--- src/rtl/sdi_pkg.sv ---
// ----------------------------------------------------------------------------
// sdi_pkg
// Shared types and constants for the SD card SPI-mode init sequencer.
// ----------------------------------------------------------------------------
package sdi_pkg;

    typedef enum logic [3:0] {
        PH_IDLE, PH_WAKE, PH_DESEL, PH_SEL, PH_READY, PH_FRAME,
        PH_RESP, PH_R7, PH_OCR, PH_FINAL, PH_DONE
    } t_phase;

    typedef enum logic [2:0] {
        ST_CMD0, ST_CMD8, ST_V2_INIT, ST_CMD58, ST_V2_CMD16,
        ST_V1_PROBE, ST_V1_INIT, ST_V1_CMD16
    } t_stage;

    localparam logic [3:0] KIND_MMC   = 4'h1;
    localparam logic [3:0] KIND_SD1   = 4'h2;
    localparam logic [3:0] KIND_SD2   = 4'h4;
    localparam logic [3:0] KIND_BLOCK = 4'h8;

    localparam logic [7:0] CMD_GO_IDLE = 8'd0;
    localparam logic [7:0] CMD_SEND_OP = 8'd1;
    localparam logic [7:0] CMD_IF_COND = 8'd8;
    localparam logic [7:0] CMD_BLKLEN  = 8'd16;
    localparam logic [7:0] CMD_APP     = 8'd55;
    localparam logic [7:0] CMD_OCR     = 8'd58;
    localparam logic [7:0] ACMD41      = 8'hA9;

    localparam logic [1:0] REG_READY_WAIT = 2'd0;
    localparam logic [1:0] REG_RETRY      = 2'd1;
    localparam logic [1:0] REG_POLL       = 2'd2;
    localparam logic [1:0] REG_WAKE       = 2'd3;

endpackage

--- src/rtl/sd_spi_card_init_sequencer.sv ---
// ----------------------------------------------------------------------------
// sd_spi_card_init_sequencer
// Byte-level SPI-mode SD/MMC card initialization sequencer.
// ----------------------------------------------------------------------------
// channel | direction | handshake            | payload
// in      | input     | i_valid / o_stall    | opcode, drive_number, received_byte
// out     | output    | o_valid / i_stall    | send_byte .. not_initialized
// cfg     | input     | APB psel/penable     | four limit registers
//
// One item per cycle while not stalled: next state and result word come from
// one level of logic after the accepted word and land in the output register.
// A new word is taken while the output register is empty or being drained.
// Reset (synchronous, active low) returns to idle with reset limits.
// ----------------------------------------------------------------------------
module sd_spi_card_init_sequencer
    import sdi_pkg::*;
(
    input  logic        i_clk,
    input  logic        i_rst_n,
    input  logic        i_valid,
    output logic        o_stall,
    input  logic        i_opcode,
    input  logic [7:0]  i_drive_number,
    input  logic [7:0]  i_received_byte,
    output logic        o_valid,
    input  logic        i_stall,
    output logic [7:0]  o_send_byte,
    output logic        o_exchange_request,
    output logic        o_chip_select_high,
    output logic        o_fast_clock,
    output logic        o_sequence_done,
    output logic [3:0]  o_card_kind,
    output logic        o_not_initialized,
    input  logic        psel,
    input  logic        penable,
    input  logic        pwrite,
    input  logic [3:0]  paddr,
    input  logic [31:0] pwdata,
    output logic [31:0] prdata,
    output logic        pready
);

    logic [15:0] r_ready_lim, r_retry_lim;
    logic [7:0]  r_poll_lim, r_wake_lim;

    t_phase      r_phase, n_phase;
    t_stage      r_stage, n_stage;
    logic [15:0] r_wait, n_wait, r_retry, n_retry;
    logic [7:0]  r_poll, n_poll, r_cmd, n_cmd;
    logic [2:0]  r_pos, n_pos;
    logic [31:0] r_arg, n_arg;
    logic [7:0]  r_rep0, n_rep0, r_rep2, n_rep2;
    logic [3:0]  r_kind, n_kind, r_pend, n_pend;
    logic        r_notinit, n_notinit, r_pfx, n_pfx, r_fast, n_fast;

    logic        tx_req, tx_cs;
    logic [7:0]  tx_byte;
    logic        rejected;

    logic        accept;
    logic        cfg_wr;

    assign o_stall = o_valid && i_stall;
    assign accept  = i_valid && !o_stall;
    assign pready  = 1'b1;
    assign cfg_wr  = psel && penable && pwrite;

    always_comb begin
        unique case (paddr[3:2])
            REG_READY_WAIT: prdata = {16'd0, r_ready_lim};
            REG_RETRY:      prdata = {16'd0, r_retry_lim};
            REG_POLL:       prdata = {24'd0, r_poll_lim};
            default:        prdata = {24'd0, r_wake_lim};
        endcase
    end

    // frame byte for a given position, command and prefix
    function automatic logic [7:0] frame_byte(input logic [2:0] pos, input logic [7:0] cmd,
                                              input logic [31:0] arg, input logic pfx);
        logic [7:0]  c;
        logic [31:0] a;
        c = pfx ? CMD_APP : cmd;
        a = pfx ? 32'd0 : arg;
        unique case (pos)
            3'd0: frame_byte = (c & 8'h7F) | 8'h40;
            3'd1: frame_byte = a[31:24];
            3'd2: frame_byte = a[23:16];
            3'd3: frame_byte = a[15:8];
            3'd4: frame_byte = a[7:0];
            default: frame_byte = (c == CMD_GO_IDLE) ? 8'h95 :
                                  (c == CMD_IF_COND) ? 8'h87 : 8'h01;
        endcase
    endfunction

    always_comb begin
        logic [7:0]  r;
        logic        do_cmd;      // command finished with response resp
        logic [7:0]  resp;
        logic        do_issue;
        logic [7:0]  icmd;
        logic [31:0] iarg;
        logic        do_finish;
        logic [3:0]  fkind;
        logic        do_retry;
        logic [15:0] rc;
        logic [7:0]  pc;
        logic [2:0]  np;

        r = i_received_byte;
        do_cmd = 1'b0; resp = 8'hFF;
        do_issue = 1'b0; icmd = 8'd0; iarg = 32'd0;
        do_finish = 1'b0; fkind = 4'd0; do_retry = 1'b0;
        rc = 16'd0; pc = 8'd0; np = 3'd0;

        n_phase = r_phase; n_stage = r_stage; n_wait = r_wait; n_retry = r_retry;
        n_poll = r_poll; n_cmd = r_cmd; n_pos = r_pos; n_arg = r_arg;
        n_rep0 = r_rep0; n_rep2 = r_rep2; n_kind = r_kind; n_pend = r_pend;
        n_notinit = r_notinit; n_pfx = r_pfx; n_fast = r_fast;
        tx_req = 1'b0; tx_cs = 1'b1; tx_byte = 8'hFF; rejected = 1'b0;

        if (!i_opcode) begin
            if (i_drive_number != 8'd0) begin
                rejected = 1'b1;
            end else begin
                n_fast = 1'b0; n_pfx = 1'b0;
                n_pos = 3'd0; n_poll = 8'd0; n_retry = 16'd0;
                if (r_wake_lim == 8'd0) begin
                    n_stage = ST_CMD0;
                    do_issue = 1'b1; icmd = CMD_GO_IDLE;
                end else begin
                    n_phase = PH_WAKE;
                    n_wait = {8'd0, r_wake_lim - 8'd1};
                    tx_req = 1'b1;
                end
            end
        end else begin
            unique case (r_phase)
                PH_WAKE: begin
                    if (r_wait != 16'd0) begin
                        n_wait = r_wait - 16'd1; tx_req = 1'b1;
                    end else begin
                        n_stage = ST_CMD0; do_issue = 1'b1; icmd = CMD_GO_IDLE;
                    end
                end
                PH_DESEL: begin
                    n_phase = PH_SEL; tx_req = 1'b1; tx_cs = 1'b0;
                end
                PH_SEL: begin
                    n_phase = PH_READY; n_wait = r_ready_lim;
                    tx_req = 1'b1; tx_cs = 1'b0;
                end
                PH_READY: begin
                    if (r == 8'hFF) begin
                        n_phase = PH_FRAME; n_pos = 3'd0;
                        tx_req = 1'b1; tx_cs = 1'b0;
                        tx_byte = frame_byte(3'd0, r_cmd, r_arg, r_pfx);
                    end else if (r_wait == 16'd0) begin
                        do_cmd = 1'b1; resp = 8'hFF;
                    end else begin
                        n_wait = r_wait - 16'd1; tx_req = 1'b1; tx_cs = 1'b0;
                    end
                end
                PH_FRAME: begin
                    tx_req = 1'b1; tx_cs = 1'b0;
                    if (r_pos < 3'd5) begin
                        n_pos = r_pos + 3'd1;
                        tx_byte = frame_byte(r_pos + 3'd1, r_cmd, r_arg, r_pfx);
                    end else begin
                        n_phase = PH_RESP; n_poll = r_poll_lim;
                    end
                end
                PH_RESP: begin
                    pc = r_poll - 8'd1;
                    if (r[7]) n_poll = pc;
                    if (r[7] && pc != 8'd0) begin
                        tx_req = 1'b1; tx_cs = 1'b0;
                    end else begin
                        do_cmd = 1'b1; resp = r;
                    end
                end
                PH_R7, PH_OCR: begin
                    np = r_pos + 3'd1;
                    if (r_pos[1:0] == 2'd0) n_rep0 = r;
                    if (r_pos[1:0] == 2'd2) n_rep2 = r;
                    n_pos = np;
                    if (np < 3'd4) begin
                        tx_req = 1'b1; tx_cs = 1'b0;
                    end else if (r_phase == PH_R7) begin
                        // byte 3 is the current one
                        if (r_rep2 == 8'h01 && ((r_pos[1:0] == 2'd3) ? r : 8'h00) == 8'hAA)
                        begin
                            n_stage = ST_V2_INIT; rc = r_retry_lim; do_retry = 1'b1;
                        end else begin
                            do_finish = 1'b1;
                        end
                    end else if (r_rep0[6]) begin
                        do_finish = 1'b1; fkind = KIND_SD2 | KIND_BLOCK;
                    end else begin
                        n_stage = ST_V2_CMD16;
                        do_issue = 1'b1; icmd = CMD_BLKLEN; iarg = 32'd512;
                    end
                end
                PH_FINAL: begin
                    n_notinit = (r_kind == 4'd0);
                    n_fast = (r_kind != 4'd0);
                    n_phase = PH_DONE;
                end
                default: ;
            endcase
        end

        // command completion and flow step
        if (do_cmd) begin
            if (r_pfx && resp <= 8'h01) begin
                n_pfx = 1'b0;
                n_phase = PH_DESEL; tx_req = 1'b1;
            end else begin
                n_pfx = 1'b0;
                unique case (r_stage)
                    ST_CMD0: begin
                        if (resp == 8'h01) begin
                            n_stage = ST_CMD8; do_issue = 1'b1;
                            icmd = CMD_IF_COND; iarg = 32'h1AA;
                        end else do_finish = 1'b1;
                    end
                    ST_CMD8: begin
                        if (resp == 8'h01) begin
                            n_phase = PH_R7; n_pos = 3'd0; tx_req = 1'b1; tx_cs = 1'b0;
                        end else begin
                            n_stage = ST_V1_PROBE; do_issue = 1'b1; icmd = ACMD41;
                        end
                    end
                    ST_V2_INIT: begin
                        if (resp == 8'h00) begin
                            n_stage = ST_CMD58; do_issue = 1'b1; icmd = CMD_OCR;
                        end else begin
                            rc = r_retry; do_retry = 1'b1;
                        end
                    end
                    ST_CMD58: begin
                        if (resp == 8'h00) begin
                            n_phase = PH_OCR; n_pos = 3'd0; tx_req = 1'b1; tx_cs = 1'b0;
                        end else do_finish = 1'b1;
                    end
                    ST_V2_CMD16: begin
                        do_finish = 1'b1; fkind = (resp == 8'h00) ? KIND_SD2 : 4'd0;
                    end
                    ST_V1_PROBE: begin
                        n_pend = (resp <= 8'h01) ? KIND_SD1 : KIND_MMC;
                        n_stage = ST_V1_INIT; rc = r_retry_lim; do_retry = 1'b1;
                    end
                    ST_V1_INIT: begin
                        if (resp == 8'h00) begin
                            n_stage = ST_V1_CMD16; do_issue = 1'b1;
                            icmd = CMD_BLKLEN; iarg = 32'd512;
                        end else begin
                            rc = r_retry; do_retry = 1'b1;
                        end
                    end
                    default: begin
                        do_finish = 1'b1; fkind = (resp == 8'h00) ? r_pend : 4'd0;
                    end
                endcase
            end
        end

        if (do_retry) begin
            n_retry = rc - 16'd1;
            if (rc - 16'd1 == 16'd0) begin
                do_finish = 1'b1; fkind = 4'd0;
            end else begin
                do_issue = 1'b1;
                if (n_stage == ST_V2_INIT) begin
                    icmd = ACMD41; iarg = 32'h4000_0000;
                end else begin
                    icmd = (n_pend == KIND_SD1) ? ACMD41 : CMD_SEND_OP; iarg = 32'd0;
                end
            end
        end

        if (do_issue) begin
            n_cmd = icmd; n_arg = iarg; n_pfx = icmd[7];
            n_phase = PH_DESEL; tx_req = 1'b1; tx_cs = 1'b1; tx_byte = 8'hFF;
        end

        if (do_finish) begin
            n_kind = fkind; n_phase = PH_FINAL;
            tx_req = 1'b1; tx_cs = 1'b1; tx_byte = 8'hFF;
        end
    end

    always_ff @(posedge i_clk) begin
        if (!i_rst_n) begin
            r_ready_lim <= 16'hFFFF; r_retry_lim <= 16'hFFFF;
            r_poll_lim <= 8'd10; r_wake_lim <= 8'd80;
            r_phase <= PH_IDLE; r_stage <= ST_CMD0;
            r_wait <= '0; r_retry <= '0; r_poll <= '0; r_cmd <= '0; r_pos <= '0;
            r_arg <= '0; r_rep0 <= '0; r_rep2 <= '0; r_kind <= '0; r_pend <= '0;
            r_notinit <= 1'b1; r_pfx <= 1'b0; r_fast <= 1'b0;
            o_valid <= 1'b0;
        end else begin
            if (cfg_wr) begin
                unique case (paddr[3:2])
                    REG_READY_WAIT: r_ready_lim <= pwdata[15:0];
                    REG_RETRY:      r_retry_lim <= pwdata[15:0];
                    REG_POLL:       r_poll_lim  <= pwdata[7:0];
                    default:        r_wake_lim  <= pwdata[7:0];
                endcase
            end
            if (accept) begin
                if (!rejected) begin
                    r_phase <= n_phase; r_stage <= n_stage; r_wait <= n_wait;
                    r_retry <= n_retry; r_poll <= n_poll; r_cmd <= n_cmd; r_pos <= n_pos;
                    r_arg <= n_arg; r_rep0 <= n_rep0; r_rep2 <= n_rep2; r_kind <= n_kind;
                    r_pend <= n_pend; r_notinit <= n_notinit; r_pfx <= n_pfx;
                    r_fast <= n_fast;
                end
                o_valid <= 1'b1;
            end else if (!i_stall) begin
                o_valid <= 1'b0;
            end
        end
    end

    logic done_c;
    assign done_c = rejected || (n_phase == PH_DONE && !tx_req);

    always_ff @(posedge i_clk) begin
        if (accept) begin
            o_send_byte        <= tx_byte;
            o_exchange_request <= tx_req;
            o_chip_select_high <= tx_req ? tx_cs : 1'b1;
            o_fast_clock       <= rejected ? r_fast : n_fast;
            o_sequence_done    <= done_c;
            o_card_kind        <= (done_c && !rejected) ? n_kind : 4'd0;
            o_not_initialized  <= rejected ? 1'b1 : n_notinit;
        end
    end

    a_hold: assert property (@(posedge i_clk) disable iff (!i_rst_n)
        o_valid && i_stall |=> o_valid && $stable(o_send_byte))
        else $error("result changed while stalled");
    a_idle_byte: assert property (@(posedge i_clk) disable iff (!i_rst_n)
        o_valid && !o_exchange_request |-> o_send_byte == 8'hFF && o_chip_select_high)
        else $error("idle result carries a byte");
    a_kind: assert property (@(posedge i_clk) disable iff (!i_rst_n)
        o_valid && !o_sequence_done |-> o_card_kind == 4'd0)
        else $error("card kind shown before done");

endmodule
--- config.mk ---
export PLATFORM = sky130hd
export DESIGN_NAME = sd_spi_card_init_sequencer
export DESIGN_NICKNAME = d
export VERILOG_FILES = /design/src/rtl/sdi_pkg.sv /design/src/rtl/sd_spi_card_init_sequencer.sv
export SDC_FILE = /design/constraint.sdc
export NUM_CORES = 1
export LEC_CHECK = 0
export ABC_AREA = 1
export BUFFER_PORTS_ARGS = -buffer_cell sky130_fd_sc_hd__buf_2
export CORE_UTILIZATION = 30
export CTS_BUF_LIST = sky130_fd_sc_hd__clkbuf_2
export DETAILED_ROUTE_END_ITERATION = 7
export PLACE_DENSITY_LB_ADDON = 0.05
export REMOVE_ABC_BUFFERS = 1
export SETUP_SLACK_MARGIN = 0.05
export SLEW_MARGIN = 20
export SYNTH_ARGS = -nofsm -noshare
export SYNTH_HDL_FRONTEND = slang
export SYNTH_SLANG_ARGS = --single-unit
--- constraint.sdc ---
create_clock -name i_clk -period 6.7 [get_ports i_clk]
set_input_delay 1.34 -clock i_clk [delete_from_list [all_inputs] [get_ports i_clk]]
set_output_delay 1.34 -clock i_clk [all_outputs]
set_load 0.05 [all_outputs]
==> impl_metrics.ini, run 1 <==
[worst_setup_path]
cp_max_fo = 15
slowest_stage = dfxtp_1
crit_top_cell = nand2_1
cp.required_ns = 7.43
crit_arrival_ns = 5.59
cp_top_family = simple AND/OR/NAND/NOR gates
critical_path_class = register to register
slowest_delay_ns = 0.41
worstPathBufferInverterCount = 4
startpoint_type = register
worstSetupEndpointType = register

[die]
initial_core_util = 0.304
die_x_um = 181
die_h_um = 181
die_area_um2 = 32600
io_pins = 112
core_um2 = 31500
rows = 65

[cells_and_area]
register_area_um2 = 3070
nets = 1580
multi_input_area_um2 = 5400
fillCellCount = 3505
mostFrequentLayoutCells = nand2_1 (314), inv_1 (175), nor2_1 (146)
drive_gt1_frac = 0.139
final_cell_area_um2 = 10500
final_common_cell = nand2_1
area_growth_pct = 9.73

[global_route]
grt_first_pass_wirelength_um = 53000
grt_use_met2 = 0.359
grt_usage = 0.212
grt_max_degree = 48
grt-ovfl-total = 0
use_met3 = 0.0398
top_usage_layer = met2
antenna_found_initial = 3
met1_usage = 0.274
grt_pass1_vias = 9127

[cts]
post_cts_buffers = 0
clk_latency_ns = 0.84
numCtsBuffers = 17
clk_path_buf_depth = 2
hold_buffers = 0
ctsResizeCount = 0
clk_pin_slew_ns = 0.28
root_buffer = clkbuf_2
clock-sinks = 145
cts_tree = built
cts_max_level = 4

[logic_synthesis]
synth_edf_count = 17
synth_xor_area_frac = 0.00549
async_flop_share = 0
netlist_area_um2 = 9570
synth_fa_ha_area_frac = 0.0222
ys_ff_latch = 145
synth_top_family_by_area = simple AND/OR/NAND/NOR gates
ys.flop_type = dfxtp_1
synth_mux_area_frac = 0
synth_cell_type_count = 57
synthCells = 1446
synth-seq-area-share = 0.321
synth_compound_area_frac = 0.199
synth-simple-area-share = 0.330
yosys_warnings = 0
syn_area_per_cell_um2 = 6.62

[place]
io_buffers = 76
place_area_um2 = 10200
preCtsSetupSlack_ns = 1.07
gp_congestion = 0.884
place.detailed.hpwl_um = 26000

[timing]
relSlewSlack = 0.406
rsz0062_at_grt = false
tightest_slew_ns = 0.887
layout_min_cycle_time_ns = 4.86
hold_viol = 0
maxSlewViolCount = 0
timing.final.ws_setup_ns = 1.84
fin_skew_ns = 0.0674
fin_tns_setup_ns = 0
setup_viol = 0
period_share = 0.726
max_freq_mhz = 206

[detailed_routing]
ant_nets = 0
wl_per_cell_um = 17.8
routed_wl_um = 34300
firstDrtPassIters = 5
drc = 0
via_per_inst = 5.04
dr.first_iter.drc_count = 596
vias = 9686

[min_path]
hp-class = register to register

[job]
drv_cap = 0

[status]
outcome = finished, final reports clean

[pwr]
ir_drop_mv = 0.107
cellPowerDensity_nw_per_um2 = 179
p_leak_nw = 4.54
[through the flow]
step / std cells / power [mW] / utilization / hold WS [ns]
floorplan: 1393 / 1.16 / - / 0.424
global placement: 1886 / 1.28 / 0.324 / 0.454
detailed placement: 1886 / 1.28 / 0.324 / 0.456
CTS: 1918 / 1.91 / 0.333 / 0.481
global route: 1920 / 1.98 / 0.333 / 0.496
finish: 1921 / 1.88 / 0.334 / 0.479
[final timing paths]
path              startpoint          to  slack [ns]  cells past startpoint
setup reg to reg   r_wait[0]    r_arg[8]        1.84                     28
setup / recovery   r_wait[0]    r_arg[8]        1.84                     28
hold / removal    r_retry[9]  r_retry[9]        0.48                      2
hold reg to reg   r_retry[9]  r_retry[9]        0.48                      2
[cells by family after synthesis]
| logic type | Yosys count |
|---|---|
| flip-flops | 145 |
| buffers and inverters | 264 |
| XOR/XNOR | 6 |
| AND/OR/NAND/NOR | 689 |
| adder cells (fa/ha/maj) | 17 |
| other | 2 |
| AO/OA/AOI/OAI | 323 |
[routing by layer]
metal,wire length [µm],up-vias
met1,16200,4538
met4,491,2
met5,17,-
met3,1450,23
met2,16100,198
li1,-,4925
[worst min-delay path: cells and delay by family (launching register included)]
kind,cells,cell delay [ns]
simple gates,1,0.06
flops,1,0.36
compound gates,1,0.05
[sequential cells by signal, indices dropped and copies added, names as in the netlist, 3 cells and up]
register and flops:
r_ready_lim 16, r_retry 16, r_retry_lim 16, r_wait 16, o_send_byte 8, r_poll 8
r_poll_lim 8, r_rep2 8, r_wake_lim 8, r_cmd 6, o_card_kind 4, r_kind 4
r_pend 4, r_phase 4, r_arg 3, r_pos 3, r_stage 3
[Yosys cell counts (all sizes together) (4+ instances only)]
master / count / share of area
o21ai: 109 / 0.057
nor4: 10 / 0.0065
nand2: 338 / 0.14
clkinv: 4 / 0.0021
nor2: 173 / 0.080
nand3: 92 / 0.051
buf: 29 / 0.027
o2111ai: 8 / 0.0073
inv: 192 / 0.075
clkbuf: 39 / 0.017
xor2: 4 / 0.0037
edfxtp: 17 / 0.053
a21oi: 114 / 0.061
nand4: 35 / 0.025
dfxtp: 128 / 0.27
nor3: 32 / 0.019
o211ai: 44 / 0.035
a211oi: 6 / 0.0047
a31oi: 5 / 0.0033
ha: 17 / 0.022
o22ai: 13 / 0.0085
[where the power goes]
group | internal [mW] | leakage, nW | total [mW] | switching, mW
logic | 0.0901 | 3.20 | 0.343 | 0.253
registers | 0.902 | 1.18 | 0.922 | 0.0194
clock network | 0.250 | 0.166 | 0.616 | 0.366
[area by class of cell]
cell class              instances  share of cell area
multi-input cells            1052               0.514
well taps                     402              0.0479
clock inverters                13              0.0178
inverters                     196              0.0706
clock buffers                  19             0.00906
diodes                          3            0.000715
flip-flops and latches        145               0.293
repair buffers                 91              0.0470
Note: power is estimated with default switching activity, not from simulation.
==> run 2: changes to the inputs <==
==> constraint.sdc (replaced) <==
create_clock -name i_clk -period 4.95 [get_ports i_clk]
set_input_delay 0.99 -clock i_clk [delete_from_list [all_inputs] [get_ports i_clk]]
set_output_delay 0.99 -clock i_clk [all_outputs]
set_load 0.05 [all_outputs]
==> run 2 against run 1 <==
Combinational power up 36%. Maximum frequency grew 14%. Register-to-register slack worse by 1.1 ns. First-iteration DRC count down 3.2%. Global-route usage increased by 0.074 points. Critical path depth rose by 7. Via count shrank 0.27%. Critical endpoint is now r_pfx. Largest cell class unchanged. Largest power group unchanged. Highest routed layer is now met4.
==> impl_metrics.ini, run 2 (synthesized netlist as in run 1, its figures left out) <==
[timing]
setup_viol = 0
maxSlewViolCount = 0
timing.final.ws_setup_ns = 0.689
fin_tns_setup_ns = 0
fin_skew_ns = 0.0613
hold_viol = 0
relSlewSlack = 0.283
layout_min_cycle_time_ns = 4.26
tightest_slew_ns = 1.08
period_share = 0.861
rsz0062_at_grt = false
max_freq_mhz = 235

[job]
drv_cap = 0

[detailed_routing]
vias = 9660
wl_per_cell_um = 17.7
firstDrtPassIters = 5
via_per_inst = 5.02
ant_nets = 0
dr.first_iter.drc_count = 577
routed_wl_um = 34000
drc = 0

[cells_and_area]
mostFrequentLayoutCells = nand2_1 (314), inv_1 (175), nor2_1 (146)
final_cell_area_um2 = 10500
fillCellCount = 3559
area_growth_pct = 10.2
final_common_cell = nand2_1
drive_gt1_frac = 0.143
nets = 1586
instances_no_fill = 1925

[die]
io_pins = 112
die_x_um = 181
die_area_um2 = 32600
die_h_um = 181
initial_core_util = 0.304
core_um2 = 31500
rows = 65

[worst_setup_path]
cp.required_ns = 5.62
worstPathBufferInverterCount = 5
worstSetupEndpointType = register
crit_top_cell = nand2_1
startpoint_type = register
critical_path_class = register to register
slowest_stage = dfxtp_1
crit_arrival_ns = 4.93
slowest_delay_ns = 0.45
cp_top_family = simple AND/OR/NAND/NOR gates
cp_max_fo = 15

[global_route]
grt_usage = 0.213
antenna_found_initial = 1
grt_max_degree = 84
grt-ovfl-total = 0
grt_pass1_vias = 9439
grt_first_pass_wirelength_um = 53300

[place]
io_buffers = 76
place.detailed.hpwl_um = 25800
gp_congestion = 0.881
preCtsSetupSlack_ns = 0.208
place_area_um2 = 10300
dp.cells = 1892

[pwr]
cellPowerDensity_nw_per_um2 = 242
ir_drop_mv = 0.166
p_leak_nw = 4.57

[cts]
clk_path_buf_depth = 2
clock-sinks = 145
clk_latency_ns = 0.85
root_buffer = clkbuf_2
hold_buffers = 0
cts_max_level = 4
cts_tree = built
numCtsBuffers = 17
post_cts_buffers = 0
clk_pin_slew_ns = 0.25

[status]
outcome = finished, final reports clean

[min_path]
hp-class = input port to register
-- run 2: changes by cell type in the layout (fill, tap and decap cells not counted), sizes merged --
cell | before | now
buf | 91 | 97
bufinv | 4 | 3
clkbuf | 19 | 17
clkinv | 11 | 7
diode | 3 | 1
inv | 193 | 200
-- run 2: what timing repair did --
action,4_1_cts,5_1_grt
setup endpoints to repair,0,5
resized for setup,0,1
hold endpoints to repair,0,0
-- run 2: worst paths after layout --
| kind | from | to | slack (ns) | cells past startpoint |
|---|---|---|---|---|
| min reg2reg | r_retry[12] | r_retry[12] | 0.48 | 2 |
| max reg2reg | r_poll[0] | r_pfx | 0.69 | 35 |
| max | r_poll[0] | r_pfx | 0.69 | 35 |
| min | pwdata[12] | r_ready_lim[12] | 0.39 | 3 |
-- run 2: stage by stage --
stage | total power [mW] | util | hold WS, ns
CTS | 2.59 | 0.335 | 0.287
floorplan | 1.57 | - | 0.424
finish | 2.55 | 0.335 | 0.392
detailed placement | 1.73 | 0.326 | 0.457
global route | 2.70 | 0.335 | 0.302
global placement | 1.74 | 0.326 | 0.454
-- run 2: final cells by class --
type	count	area [µm²]	area share
Timing Repair Buffer	97	538	0.0510
Inverter	196	741	0.0702
Clock buffer	17	85.1	0.00807
Antenna cell	1	2.50	0.000237
Clock inverter	15	196	0.0186
Sequential cell	145	3070	0.291
Tap cell	402	503	0.0477
Multi-Input combinational cell	1052	5410	0.513
-- run 2: per-layer routing --
metal | track usage | vias up | routed length [µm]
li1 | - | 4927 | -
met1 | 0.278 | 4472 | 16400
met2 | 0.356 | 222 | 15600
met3 | 0.0307 | 39 | 1270
met4 | 0.0735 | 0 | 801
met5 | 0 | - | 0
-- run 2: power by group --
part / total (mW) / switching [mW] / internal [mW]
Clock: 0.834 / 0.533 / 0.301
Combinational: 0.466 / 0.342 / 0.124
Sequential: 1.25 / 0.0257 / 1.22
Total: 2.55 / 0.901 / 1.65
-- run 2: worst register-to-register path: cells and delay by family, from the launching register on --
kind	cells	cell delay [ns]
flops	1	0.45
compound gates	1	0.07
fa+ha+maj	2	0.41
simple gates	27	2.75
buf+inv	5	0.41
